$ cat config.mk
export PLATFORM = sky130hd
export DESIGN_NAME = quadratic_inequality_solver
export DESIGN_NICKNAME = d
export VERILOG_FILES = /design/src/rtl/core/qis_pkg.sv /design/src/rtl/core/quadratic_inequality_solver.sv /design/src/rtl/core/qis_useq.sv /design/src/rtl/core/qis_sqrt.sv /design/src/rtl/core/qis_div.sv
export VERILOG_INCLUDE_DIRS = /design/src /design/src/rtl/core
export SDC_FILE = /design/constraint.sdc
export NUM_CORES = 2
export LEC_CHECK = 0
export ABC_AREA = 1
export BUFFER_PORTS_ARGS = -buffer_cell sky130_fd_sc_hd__buf_4
export CORE_MARGIN = 1
export CORE_UTILIZATION = 58
export DETAILED_ROUTE_END_ITERATION = 6
export PLACE_DENSITY = 0.78
export SLEW_MARGIN = 10
export SYNTH_ARGS = -nofsm -noshare
export SYNTH_HDL_FRONTEND = slang
export SYNTH_SLANG_ARGS = --single-unit
export TNS_END_PERCENT = 1
$ cat constraint.sdc
create_clock -name clk -period 7.2 [get_ports clk]
set_input_delay 1.08 -clock clk [delete_from_list [all_inputs] [get_ports clk]]
set_output_delay 1.08 -clock clk [all_outputs]
set_load 0.02 [all_outputs]
$ cat src/rtl/core/quadratic_inequality_solver_defines.svh
// ----------------------------------------------------------------------------
// Quadratic inequality solver assertion macros
// Shared concurrent-check wrappers clocked on clk and disabled in reset.
// ----------------------------------------------------------------------------
`ifndef QUADRATIC_INEQUALITY_SOLVER_DEFINES_SVH
`define QUADRATIC_INEQUALITY_SOLVER_DEFINES_SVH

// Consequent must hold in the same cycle as the antecedent.
`define QIS_ASSERT_SAME(label, ante, cons) \
  label: assert property (@(posedge clk) disable iff (!rst_n) (ante) |-> (cons)) \
    else $error("qis: same-cycle check failed");

// Consequent must hold in the cycle after the antecedent.
`define QIS_ASSERT_NEXT(label, ante, cons) \
  label: assert property (@(posedge clk) disable iff (!rst_n) (ante) |=> (cons)) \
    else $error("qis: next-cycle check failed");

`endif

$ cat src/rtl/core/qis_pkg.sv
// ----------------------------------------------------------------------------
// Quadratic inequality solver package
// Shared widths, status and relation codes, microcode format and program ROM.
// ----------------------------------------------------------------------------
`timescale 1ns / 1ps
`default_nettype none

package qis_pkg;

  // Datapath widths.
  localparam int unsigned RAD_W  = 34;  // discriminant magnitude bits
  localparam int unsigned ROOT_W = 33;  // square root bits
  localparam int unsigned REM_W  = 35;  // square root remainder bits
  localparam int unsigned NUM_W  = 35;  // dividend magnitude bits
  localparam int unsigned DEN_W  = 17;  // divisor magnitude bits
  localparam int unsigned PC_W   = 4;
  localparam int unsigned CNT_W  = 6;

  // Result status codes.
  localparam logic [2:0] ST_NOT_QUAD = 3'd0;
  localparam logic [2:0] ST_NO_ROOTS = 3'd1;
  localparam logic [2:0] ST_SINGLE   = 3'd2;
  localparam logic [2:0] ST_TWO      = 3'd3;
  localparam logic [2:0] ST_BETWEEN  = 3'd4;
  localparam logic [2:0] ST_OUTSIDE  = 3'd5;

  // Relation codes.
  localparam logic [1:0] OP_EQ = 2'd0;
  localparam logic [1:0] OP_GT = 2'd1;
  localparam logic [1:0] OP_LT = 2'd2;
  localparam logic [1:0] OP_XX = 2'd3;

  // Datapath operation selected by a control word.
  typedef enum logic [3:0] {
    U_IDLE,
    U_MUL_BB,
    U_MUL_AC,
    U_DISC,
    U_SQRT_INIT,
    U_SQRT_STEP,
    U_DIV_INIT,
    U_DIV_STEP,
    U_FINAL
  } uop_t;

  // Sequencing condition of a control word.
  typedef enum logic [2:0] {
    C_WAIT_IN,
    C_NEXT,
    C_EARLY,
    C_LOOP,
    C_WAIT_OUT
  } cond_t;

  typedef struct packed {
    uop_t              uop;
    cond_t             cond;
    logic [PC_W-1:0]   target;
    logic [CNT_W-1:0]  cnt;
  } ucode_t;

  // Control handed from the sequencer to the datapath.
  typedef struct packed {
    uop_t uop;
    logic idle;
  } qis_ctrl_t;

  localparam logic [CNT_W-1:0] SQRT_LAST = CNT_W'(ROOT_W - 1);
  localparam logic [CNT_W-1:0] DIV_LAST  = CNT_W'(NUM_W - 1);

  localparam logic [PC_W-1:0] PC_IDLE  = 4'd0;
  localparam logic [PC_W-1:0] PC_SQRT  = 4'd5;
  localparam logic [PC_W-1:0] PC_DIV   = 4'd7;
  localparam logic [PC_W-1:0] PC_FINAL = 4'd8;

  // Program ROM: one control word per step.
  function automatic ucode_t qis_rom(input logic [PC_W-1:0] pc);
    ucode_t w;
    w = '{uop: U_IDLE, cond: C_WAIT_IN, target: PC_IDLE, cnt: '0};
    case (pc)
      4'd0: w = '{uop: U_IDLE,      cond: C_WAIT_IN,  target: PC_IDLE,  cnt: '0};
      4'd1: w = '{uop: U_MUL_BB,    cond: C_NEXT,     target: PC_IDLE,  cnt: '0};
      4'd2: w = '{uop: U_MUL_AC,    cond: C_NEXT,     target: PC_IDLE,  cnt: '0};
      4'd3: w = '{uop: U_DISC,      cond: C_NEXT,     target: PC_IDLE,  cnt: '0};
      4'd4: w = '{uop: U_SQRT_INIT, cond: C_EARLY,    target: PC_FINAL, cnt: SQRT_LAST};
      4'd5: w = '{uop: U_SQRT_STEP, cond: C_LOOP,     target: PC_SQRT,  cnt: '0};
      4'd6: w = '{uop: U_DIV_INIT,  cond: C_NEXT,     target: PC_IDLE,  cnt: DIV_LAST};
      4'd7: w = '{uop: U_DIV_STEP,  cond: C_LOOP,     target: PC_DIV,   cnt: '0};
      4'd8: w = '{uop: U_FINAL,     cond: C_WAIT_OUT, target: PC_IDLE,  cnt: '0};
      default: w = '{uop: U_IDLE,   cond: C_WAIT_IN,  target: PC_IDLE,  cnt: '0};
    endcase
    return w;
  endfunction

endpackage

`default_nettype wire

$ cat src/rtl/core/quadratic_inequality_solver.sv
// ----------------------------------------------------------------------------
// Quadratic inequality solver
// Roots and relation class of a*x^2 + b*x + c from Q8.8 coefficients.
// ----------------------------------------------------------------------------
// Usage:
//   An item enters on the in_ stream: in_tdata carries coef_a, coef_b and
//   coef_c (Q8.8), in_tuser carries the relation. One result leaves on the
//   out_ stream: out_tdata carries root_low and root_high (Q16.16, saturated),
//   out_tuser carries the status.
//   A microcoded sequencer runs one item at a time through one 16x16
//   multiplier, a bit-per-step square root unit and two bit-per-step dividers.
//   From acceptance to out_tvalid the sequencer runs setup steps (b*b, a*c,
//   discriminant, root load), a square root step per root bit, a divider
//   load, a divider step per dividend bit and a result step that loads the
//   output register; if a is zero or the discriminant negative, it skips the
//   root and divider steps. in_tready is high only while the sequencer waits
//   for an item, so none is taken until the last is in the output register.
//   The output register holds a result while out_tready is low; the next
//   item may be taken and worked on meanwhile, and the sequencer waits in its
//   result step until the register is free.
//   Reset clears the sequencer and the output valid; the block then waits
//   for an item.
// ----------------------------------------------------------------------------
`timescale 1ns / 1ps
`default_nettype none

`include "quadratic_inequality_solver_defines.svh"

module quadratic_inequality_solver (
  input  wire         clk,
  input  wire         rst_n,
  input  wire         in_tvalid,
  output logic        in_tready,
  input  wire  [47:0] in_tdata,   // coef_a [15:0], coef_b [31:16], coef_c [47:32]
  input  wire  [1:0]  in_tuser,   // operation [1:0]
  output logic        out_tvalid,
  input  wire         out_tready,
  output logic [63:0] out_tdata,  // root_low [31:0], root_high [63:32]
  output logic [2:0]  out_tuser   // status [2:0]
);

  qis_pkg::qis_ctrl_t ctrl;
  logic start, early, out_free;

  logic signed [15:0] a_r, b_r, c_r;
  logic [1:0]         op_r;
  logic signed [31:0] bb_r, ac_r;
  logic signed [34:0] d_r;
  logic               neg1_r, neg2_r;

  logic               out_valid_r;
  logic [2:0]         status_r;
  logic [31:0]        low_r, high_r;

  assign start    = in_tvalid && in_tready;
  assign out_free = !out_valid_r || out_tready;

  // Early exit flags.
  logic a_zero, d_neg, d_zero;
  assign a_zero = (a_r == '0);
  assign d_neg  = d_r[34];
  assign d_zero = (d_r == '0);
  assign early  = a_zero || d_neg;

  qis_useq u_useq (
    .clk      (clk),
    .rst_n    (rst_n),
    .start    (start),
    .early    (early),
    .out_free (out_free),
    .ctrl     (ctrl)
  );

  assign in_tready = ctrl.idle;

  // Shared multiplier: b*b first, then a*c.
  logic signed [15:0] mul_x, mul_y;
  logic signed [31:0] prod;
  assign mul_x = (ctrl.uop == qis_pkg::U_MUL_BB) ? b_r : a_r;
  assign mul_y = (ctrl.uop == qis_pkg::U_MUL_BB) ? b_r : c_r;
  assign prod  = mul_x * mul_y;

  // Square root of the discriminant in Q.16.
  logic [qis_pkg::ROOT_W-1:0] root;
  qis_sqrt u_sqrt (
    .clk  (clk),
    .init (ctrl.uop == qis_pkg::U_SQRT_INIT),
    .step (ctrl.uop == qis_pkg::U_SQRT_STEP),
    .rad  (d_r[qis_pkg::RAD_W-1:0]),
    .root (root)
  );

  // Signed numerators -b*2^16 -/+ s and divisor 2a, split into magnitudes.
  logic signed [35:0] nb, num1, num2, sq;
  logic signed [16:0] den;
  logic [35:0]        num1_abs, num2_abs;
  logic [16:0]        den_abs;
  assign nb       = -($signed({{4{b_r[15]}}, b_r, 16'b0}));
  assign sq       = $signed({3'b000, root});
  assign num1     = nb - sq;
  assign num2     = nb + sq;
  assign num1_abs = num1[35] ? 36'(-num1) : 36'(num1);
  assign num2_abs = num2[35] ? 36'(-num2) : 36'(num2);
  assign den      = $signed({a_r, 1'b0});
  assign den_abs  = den[16] ? 17'(-den) : 17'(den);

  logic [qis_pkg::NUM_W-1:0] quo1, quo2;
  qis_div u_div1 (
    .clk  (clk),
    .init (ctrl.uop == qis_pkg::U_DIV_INIT),
    .step (ctrl.uop == qis_pkg::U_DIV_STEP),
    .num  (num1_abs[qis_pkg::NUM_W-1:0]),
    .den  (den_abs),
    .quo  (quo1)
  );
  qis_div u_div2 (
    .clk  (clk),
    .init (ctrl.uop == qis_pkg::U_DIV_INIT),
    .step (ctrl.uop == qis_pkg::U_DIV_STEP),
    .num  (num2_abs[qis_pkg::NUM_W-1:0]),
    .den  (den_abs),
    .quo  (quo2)
  );

  // Apply the quotient sign and saturate to Q16.16.
  logic [31:0] r1, r2;
  always_comb begin
    if (neg1_r) begin
      if (quo1[34:32] != '0 || (quo1[31] && quo1[30:0] != '0)) r1 = 32'h8000_0000;
      else r1 = 32'(-quo1[31:0]);
    end else begin
      if (quo1[34:31] != '0) r1 = 32'h7FFF_FFFF;
      else r1 = quo1[31:0];
    end
    if (neg2_r) begin
      if (quo2[34:32] != '0 || (quo2[31] && quo2[30:0] != '0)) r2 = 32'h8000_0000;
      else r2 = 32'(-quo2[31:0]);
    end else begin
      if (quo2[34:31] != '0) r2 = 32'h7FFF_FFFF;
      else r2 = quo2[31:0];
    end
  end

  // Classify the answer and order the roots.
  logic [1:0]  opn;
  logic [2:0]  status;
  logic [31:0] low, high;
  logic        a_pos;
  assign opn   = (op_r == qis_pkg::OP_XX) ? qis_pkg::OP_EQ : op_r;
  assign a_pos = !a_zero && !a_r[15];

  always_comb begin
    low    = '0;
    high   = '0;
    status = qis_pkg::ST_NOT_QUAD;
    if (a_zero) begin
      status = qis_pkg::ST_NOT_QUAD;
    end else if (d_neg) begin
      status = qis_pkg::ST_NO_ROOTS;
    end else begin
      low  = ($signed(r1) < $signed(r2)) ? r1 : r2;
      high = ($signed(r1) < $signed(r2)) ? r2 : r1;
      if (d_zero) begin
        case (opn)
          qis_pkg::OP_GT: status = a_pos ? qis_pkg::ST_OUTSIDE : qis_pkg::ST_SINGLE;
          qis_pkg::OP_LT: status = a_pos ? qis_pkg::ST_SINGLE : qis_pkg::ST_OUTSIDE;
          default:        status = qis_pkg::ST_SINGLE;
        endcase
      end else begin
        case (opn)
          qis_pkg::OP_GT: status = a_pos ? qis_pkg::ST_OUTSIDE : qis_pkg::ST_BETWEEN;
          qis_pkg::OP_LT: status = a_pos ? qis_pkg::ST_BETWEEN : qis_pkg::ST_OUTSIDE;
          default:        status = qis_pkg::ST_TWO;
        endcase
      end
    end
  end

  // Operand, product, discriminant and quotient sign registers.
  always_ff @(posedge clk) begin
    if (start) begin
      a_r  <= $signed(in_tdata[15:0]);
      b_r  <= $signed(in_tdata[31:16]);
      c_r  <= $signed(in_tdata[47:32]);
      op_r <= in_tuser;
    end
    if (ctrl.uop == qis_pkg::U_MUL_BB) bb_r <= prod;
    if (ctrl.uop == qis_pkg::U_MUL_AC) ac_r <= prod;
    if (ctrl.uop == qis_pkg::U_DISC) d_r <= 35'(bb_r) - (35'(ac_r) <<< 2);
    if (ctrl.uop == qis_pkg::U_DIV_INIT) begin
      neg1_r <= num1[35] ^ a_r[15];
      neg2_r <= num2[35] ^ a_r[15];
    end
  end

  // Output register.
  always_ff @(posedge clk) begin
    if (!rst_n) begin
      out_valid_r <= 1'b0;
    end else if (ctrl.uop == qis_pkg::U_FINAL && out_free) begin
      out_valid_r <= 1'b1;
    end else if (out_tready) begin
      out_valid_r <= 1'b0;
    end
  end

  always_ff @(posedge clk) begin
    if (ctrl.uop == qis_pkg::U_FINAL && out_free) begin
      status_r <= status;
      low_r    <= low;
      high_r   <= high;
    end
  end

  assign out_tvalid = out_valid_r;
  assign out_tdata  = {high_r, low_r};
  assign out_tuser  = status_r;

  // A result without real roots carries zero bounds.
  logic out_flat;
  assign out_flat = (out_tuser == qis_pkg::ST_NOT_QUAD) || (out_tuser == qis_pkg::ST_NO_ROOTS);

  // Checks.
  `QIS_ASSERT_NEXT(a_take_one, in_tvalid && in_tready, !in_tready)
  `QIS_ASSERT_SAME(a_flat_roots, out_tvalid && out_flat, out_tdata == '0)
  `QIS_ASSERT_SAME(a_ordered, out_tvalid, $signed(out_tdata[31:0]) <= $signed(out_tdata[63:32]))

endmodule

`default_nettype wire

$ cat src/rtl/core/qis_useq.sv
// ----------------------------------------------------------------------------
// Quadratic inequality solver microsequencer
// Program counter, step counter and jump logic over the program ROM.
// ----------------------------------------------------------------------------
`timescale 1ns / 1ps
`default_nettype none

module qis_useq (
  input  wire               clk,
  input  wire               rst_n,
  input  wire               start,     // item accepted this cycle
  input  wire               early,     // a is zero or discriminant negative
  input  wire               out_free,  // output register can take a result
  output qis_pkg::qis_ctrl_t ctrl
);

  logic [qis_pkg::PC_W-1:0]  pc_r, pc_nxt;
  logic [qis_pkg::CNT_W-1:0] cnt_r, cnt_nxt;
  qis_pkg::ucode_t           word;

  assign word      = qis_pkg::qis_rom(pc_r);
  assign ctrl.uop  = word.uop;
  assign ctrl.idle = (word.cond == qis_pkg::C_WAIT_IN);

  // Next step and loop count.
  always_comb begin
    pc_nxt  = pc_r;
    cnt_nxt = word.cnt;
    case (word.cond)
      qis_pkg::C_WAIT_IN: begin
        if (start) pc_nxt = pc_r + 1'b1;
      end
      qis_pkg::C_NEXT: begin
        pc_nxt = pc_r + 1'b1;
      end
      qis_pkg::C_EARLY: begin
        pc_nxt = early ? word.target : pc_r + 1'b1;
      end
      qis_pkg::C_LOOP: begin
        if (cnt_r == '0) begin
          pc_nxt = pc_r + 1'b1;
        end else begin
          pc_nxt  = word.target;
          cnt_nxt = cnt_r - 1'b1;
        end
      end
      qis_pkg::C_WAIT_OUT: begin
        if (out_free) pc_nxt = word.target;
      end
      default: begin
        pc_nxt = qis_pkg::PC_IDLE;
      end
    endcase
  end

  always_ff @(posedge clk) begin
    if (!rst_n) begin
      pc_r  <= qis_pkg::PC_IDLE;
      cnt_r <= '0;
    end else begin
      pc_r  <= pc_nxt;
      cnt_r <= cnt_nxt;
    end
  end

endmodule

`default_nettype wire

$ cat src/rtl/core/qis_sqrt.sv
// ----------------------------------------------------------------------------
// Quadratic inequality solver square root unit
// Restoring integer square root of d * 2^32, one result bit per step.
// ----------------------------------------------------------------------------
`timescale 1ns / 1ps
`default_nettype none

module qis_sqrt (
  input  wire                        clk,
  input  wire                        init,
  input  wire                        step,
  input  wire  [qis_pkg::RAD_W-1:0]  rad,
  output logic [qis_pkg::ROOT_W-1:0] root
);

  logic [qis_pkg::RAD_W-1:0]  rad_r;
  logic [qis_pkg::REM_W-1:0]  rem_r;
  logic [qis_pkg::ROOT_W-1:0] root_r;
  logic [qis_pkg::REM_W+1:0]  rem_sh;
  logic [qis_pkg::REM_W+1:0]  trial;
  logic                       fits;

  // Bring down the next bit pair and compare against 4*root+1.
  assign rem_sh = {rem_r, rad_r[qis_pkg::RAD_W-1 -: 2]};
  assign trial  = (qis_pkg::REM_W+2)'({root_r, 2'b01});
  assign fits   = (rem_sh >= trial);
  assign root   = root_r;

  always_ff @(posedge clk) begin
    if (init) begin
      rad_r  <= rad;
      rem_r  <= '0;
      root_r <= '0;
    end else if (step) begin
      rad_r  <= {rad_r[qis_pkg::RAD_W-3:0], 2'b00};
      rem_r  <= fits ? qis_pkg::REM_W'(rem_sh - trial) : qis_pkg::REM_W'(rem_sh);
      root_r <= {root_r[qis_pkg::ROOT_W-2:0], fits};
    end
  end

endmodule

`default_nettype wire

$ cat src/rtl/core/qis_div.sv
// ----------------------------------------------------------------------------
// Quadratic inequality solver divider
// Restoring unsigned division of magnitudes, one quotient bit per step.
// ----------------------------------------------------------------------------
`timescale 1ns / 1ps
`default_nettype none

module qis_div (
  input  wire                       clk,
  input  wire                       init,
  input  wire                       step,
  input  wire  [qis_pkg::NUM_W-1:0] num,
  input  wire  [qis_pkg::DEN_W-1:0] den,
  output logic [qis_pkg::NUM_W-1:0] quo
);

  logic [qis_pkg::NUM_W-1:0] quo_r;  // dividend shifts out, quotient shifts in
  logic [qis_pkg::DEN_W-1:0] rem_r;
  logic [qis_pkg::DEN_W-1:0] den_r;
  logic [qis_pkg::DEN_W:0]   trial;
  logic                      fits;

  assign trial = {rem_r, quo_r[qis_pkg::NUM_W-1]};
  assign fits  = (trial >= {1'b0, den_r});
  assign quo   = quo_r;

  always_ff @(posedge clk) begin
    if (init) begin
      quo_r <= num;
      rem_r <= '0;
      den_r <= den;
    end else if (step) begin
      rem_r <= fits ? qis_pkg::DEN_W'(trial - {1'b0, den_r}) : qis_pkg::DEN_W'(trial);
      quo_r <= {quo_r[qis_pkg::NUM_W-2:0], fits};
    end
  end

endmodule

`default_nettype wire

# Word-level counts from Yosys, hierarchy flattened
# Memories as Yosys holds them, arrays and structs flattened. A register that Yosys moved wholly into a read port is not among the register bits.
# Index checks and enable logic that the tools add are counted.
# totals
reg_bits	452
rom_bits	208
input_bits	54
out_inout_bits	69
elab_cells	133
mem_count	1
# op_classes
n_addsub	14
n_mul	1
n_lt_le_gt_ge	4
eq_ne	17
muxes	42
bitwise_logic	2
reduce_logical	27
# mem_list
name	depth	width	read_ports	rd_ports_with_merged_regs	write_ports	line	rtl
(no name shown)	16	13	1	1	0	qis_pkg.sv:80	case (pc)
# ops
operator	n
2-to-1 mux 32 bit	8
2-to-1 mux 35 bit	7
negator 35 bit	2
2-to-1 mux 34 bit	2
negator 32 bit	2
nonzero test 31 bit	2
2-to-1 mux 16 bit	3
greater-or-equal comparator 37 x 35 -> 1 bit	1
adder 36 x 34 -> 36 bit	1
greater-or-equal comparator 18 x 17 -> 1 bit	2
negator 32 -> 36 bit	1
subtractor 36 x 34 -> 36 bit	1
zero test 35 bit	1
subtractor 32 x 34 -> 35 bit	1
subtractor 35 bit	1
2-to-1 mux 17 bit	2
subtractor 17 bit	2
less-than comparator 32 bit	1
multiplier 16 x 16 -> 32 bit	1
2-to-1 mux 4 bit	6
case mux 4 bit (5 select lines)	1
negator 17 bit	1
== test 4 x 3 -> 1 bit (second input constant)	4
zero test 16 bit	1
other kinds (28)	53

# Logic depth before layout (Yosys ltp)
# depth
depth_word	7
mapped_depth	31

# Modules after synthesis
# Synthesis repeated with hierarchy kept, for this count alone.
# hier_totals
cells_unflattened	5669
area_unflattened_um2	43068.8
# by_module_without_submodules
module	instances	cells_each	area_each_um2	seq_area_each_um2
quadratic_inequality_solver	1	3378	26908.3	6566.3
qis_div	2	523	4010.1	1901.8
qis_sqrt	1	1097	7051.8	2382.3
qis_useq	1	148	1088.5	420.4

# Least setup slack after synthesis
# OpenSTA, ideal clock, no wires.
# synth_path
kind	register to register
from	reg, netlist name u_useq.word[12]
to	reg ac_r[29], data pin
setup_time_ns	0.269
arrival_ns	7.546
path_slack_ns	-0.615
path_stages_with_launch	25
n_path_buf	2
synth_period_minus_slack_ns	7.815
cell_sequence	dfxtp_1 clkbuf_1 nor2_1 nand2_1 inv_2 clkbuf_1 o21ai_1 nor2_1 inv_1 fa_1 fa_1 inv_1 fa_1 fa_1 fa_1 inv_1 fa_1 inv_1 ha_1 a21oi_1 o21ai_0 o21bai_1 a21boi_0 o21ai_0 xor2_1
# synth_rtl
element	line	rtl
end signal: assignment	quadratic_inequality_solver.sv:188	if (ctrl.uop == qis_pkg::U_MUL_AC) ac_r <= prod;
end: declaration	quadratic_inequality_solver.sv:47	logic signed [31:0] bb_r, ac_r;

# Final worst setup path
# layout_path
from	reg, netlist name u_useq.word[13]
to	reg bb_r[28], data pin
# layout_via
elab_chain_len	3
# layout_rtl
element	line	rtl
== test 4 x 1 -> 1 bit *	quadratic_inequality_solver.sv:79, quadratic_inequality_solver.sv:80	
2-to-1 mux 16 bit (on tied branches)	quadratic_inequality_solver.sv:79, quadratic_inequality_solver.sv:80	
multiplier 16 x 16 -> 32 bit *	quadratic_inequality_solver.sv:81	assign prod = mul_x * mul_y;
named net prod[28]	quadratic_inequality_solver.sv:78	logic signed [31:0] prod;
end signal: assignment	quadratic_inequality_solver.sv:187	if (ctrl.uop == qis_pkg::U_MUL_BB) bb_r <= prod;
end: declaration	quadratic_inequality_solver.sv:47	
# The timed path passes the listed nets; every way through them passes the cells marked *.
# A chain may end at the register's enable or synchronous reset.

==> impl_metrics.env <==
export IMPL_outcome="finished clean"
export IMPL_dpl_worst_slack_ns=-0.146
export IMPL_cp_top_family="adder cells"
export IMPL_synth_seq_area_share_pct=31.2
export IMPL_yosys_warnings=0
export IMPL_grt_max_degree=77
export IMPL_fp_dieArea_um2=70800
export IMPL_cts_num_sinks=462
export IMPL_synth_cell_area_um2=40400
export IMPL_drt_iter0_drc=3379
export IMPL_worstSetupEndpoint="bb_r[28]"
export IMPL_htreeDepth=2
export IMPL_antenna_left=0
export IMPL_syn_nets=5650
export IMPL_areaGrowthSynthToFinish_pct=11.5
export IMPL_routabilityCongestion=1.02
export IMPL_synth_top_area_share_pct=25.1
export IMPL_reg2reg_to="bb_r[28]"
export IMPL_critPathLaunchType="register"
export IMPL_via_count=34800
export IMPL_cts_buffer_depth=3
export IMPL_finalCritPeriodShare_pct=95.9
export IMPL_synthCells=5074
export IMPL_path_max_fanout=12
export IMPL_r2r_start="u_useq.word[13]"
export IMPL_portBuffers=122
export IMPL_globalRouteOverflowTotal=0
export IMPL_drive_gt1_share_pct=8.98
export IMPL_path_depth=29
export IMPL_grt_total_usage_pct=33.0
export IMPL_grt_pass1_wl_mm=182
export IMPL_synth_edff_count=338
export IMPL_hpwl_mm=92.5
export IMPL_yosysMostFrequentCell="nand2_1"
export IMPL_layout_area_seq_um2=12600
export IMPL_maxSlewHeadroom_pct=26.5
export IMPL_ys_seq_elements=462
export IMPL_die_x_um=266
export IMPL_startpoint="u_useq.word[13]"
export IMPL_row_count=96
export IMPL_io_pins=123
export IMPL_clk_latency_ns=0.64
export IMPL_yosys_top_cells_count="nand2_1 (1012), inv_1 (909), nor2_1 (572), edfxtp_1 (338), o21ai_0 (289)"
export IMPL_ys_flop_type="edfxtp_1"
export IMPL_n_fill_cell=5869
export IMPL_route_detailed_drc=0
export IMPL_core_um2=68800
export IMPL_avgRoutedWirePerCell_um=18.5
export IMPL_path_clk_slew_ns=0.06
export IMPL_crit_slowest_cell="fa_1"
export IMPL_finalHoldViolations=0
export IMPL_synth_area_leaders="edfxtp_1 (25%), fa_1 (13%), nand2_1 (9.4%)"
export IMPL_antenna_found_initial=3
export IMPL_cp_required_ns=7.66
export IMPL_hp_class="reg -> reg"
export IMPL_path_buf_inv=9
export IMPL_yosys_area_top_type="edfxtp_1"
export IMPL_max_clock_freq_mhz=145
export IMPL_cp_end_kind="register"
export IMPL_multi_input_area_um2=23700
export IMPL_arrival_ns=7.36
export IMPL_cts_root_buf="clkbuf_16"
export IMPL_finClkSkew_ns=0.0467
export IMPL_final_setup_viol_count=0
export IMPL_fin_nets=5856
export IMPL_cts_buffers=52
export IMPL_crit_type="reg -> reg"
export IMPL_async_flop_share_pct=0
export IMPL_r2r_slack_ns=0.30
export IMPL_drv_slew=0
export IMPL_ff2ff_path_depth=29
export IMPL_vias_per_cell=5.56
export IMPL_start_util_pct=58.7
export IMPL_die_h_um=266
export IMPL_critical_path_max_stage_delay_ns=0.55
export IMPL_cts_tree="built"
export IMPL_worst_pin_slew_ns=1.10
export IMPL_drv_cap=0
export IMPL_min_period_ns=6.90
export IMPL_synth_area_per_cell_um2=7.97
export IMPL_grt_pass1_vias=33700
export IMPL_setup_ws_ns=0.298
export IMPL_drtPass1Iterations=6
export IMPL_ys_types=67
export IMPL_drt_total_wl_mm=116
[repair_timing]
item,in CTS,in global routing
hold endpoints to repair,0,0
pin swaps,0,2
endpoints found under the setup margin,4,20
resized for setup,3,23
setup buffers,0,4
hold buffers,0,0
[cell type report]
cell class / count / area share, %
multi-input combinational: 3552 / 52.7
sequential: 462 / 28.0
inverter: 927 / 7.72
timing repair buffer: 285 / 4.83
clock buffer: 56 / 2.92
tap: 931 / 2.58
clock inverter: 38 / 1.27
antenna: 1 / 0.00555
[layer usage]
layer	routed length, µm	vias up	track usage (%)
met5	25	-	0
met4	4720	4	12.9
met3	8190	234	4.52
met2	53400	1290	53.9
met1	49600	16500	44.6
li1	-	16700	-
[flip-flops by register name, summed over array words and instances, names as in the netlist, 17 cells and up]
signal	flops
d_r	35
u_div1.quo	35
u_div2.quo	35
u_sqrt.rem_r	35
u_sqrt.rad_r	34
u_sqrt.root	33
ac_r	32
bb_r	32
high_r	32
low_r	32
u_div1.rem_r	17
u_div2.rem_r	17
[per-stage QoR]
step	setup TNS [ns]	area [µm²]	std cells	hold slack [ns]	utilization [%]
2_1_floorplan	0	40400	5074	0.393	-
3_3_place_gp	0	43100	6153	0.400	62.6
3_5_place_dp	-0.410	43100	6153	0.401	62.6
4_1_cts	0	45000	6247	0.410	65.4
5_1_grt	-0.235	45100	6251	0.434	65.5
6_report	0	45100	6252	0.412	65.5
[cell families (layout without fill, tap and decap cells)]
kind of cell	after synthesis	count (layout)	synth area share [%]
DFF	462	462	31.2
buffers and inverters	1060	1306	10.3
and+or+nand+nor	1968	1968	20.4
other	0	1	0
adders and majority gates	522	522	21.1
xor gates and xnor gates	273	273	5.95
muxes	1	1	0.0248
AOI/OAI and AO/OA	788	788	11.1
[layout by cell type (no fill, tap or decap), types with 52 or more instances in the layout]
master / netlist / final
xnor2_1: 80 / 80
nand4_1: 52 / 52
dfxtp_1: 124 / 124
buf_4: 6 / 282
nand2_1: 1012 / 1009
o21ai_0: 289 / 284
nor2_1: 572 / 564
ha_1: 258 / 257
clkbuf_16: 0 / 52
fa_1: 264 / 263
edfxtp_1: 338 / 338
a21oi_1: 260 / 258
nand3_1: 168 / 168
inv_1: 909 / 906
xor2_1: 191 / 191
[worst min-delay path by stage]
stage	from	to	slack (ns)	cells after the start
floorplan	u_useq.cnt_r[0]	u_useq.cnt_r[0]	0.39	1
global placement	u_useq.cnt_r[0]	u_useq.cnt_r[0]	0.40	1
detailed placement	u_useq.cnt_r[0]	u_useq.cnt_r[0]	0.40	1
global route	bb_r[1]	d_r[1]	0.43	0
CTS	u_useq.cnt_r[0]	u_useq.cnt_r[0]	0.41	1
finish	u_useq.cnt_r[0]	u_useq.cnt_r[0]	0.41	1
Power is not shown: default switching activity piles up to over one toggle a cycle in this logic, so the estimate is an artifact.
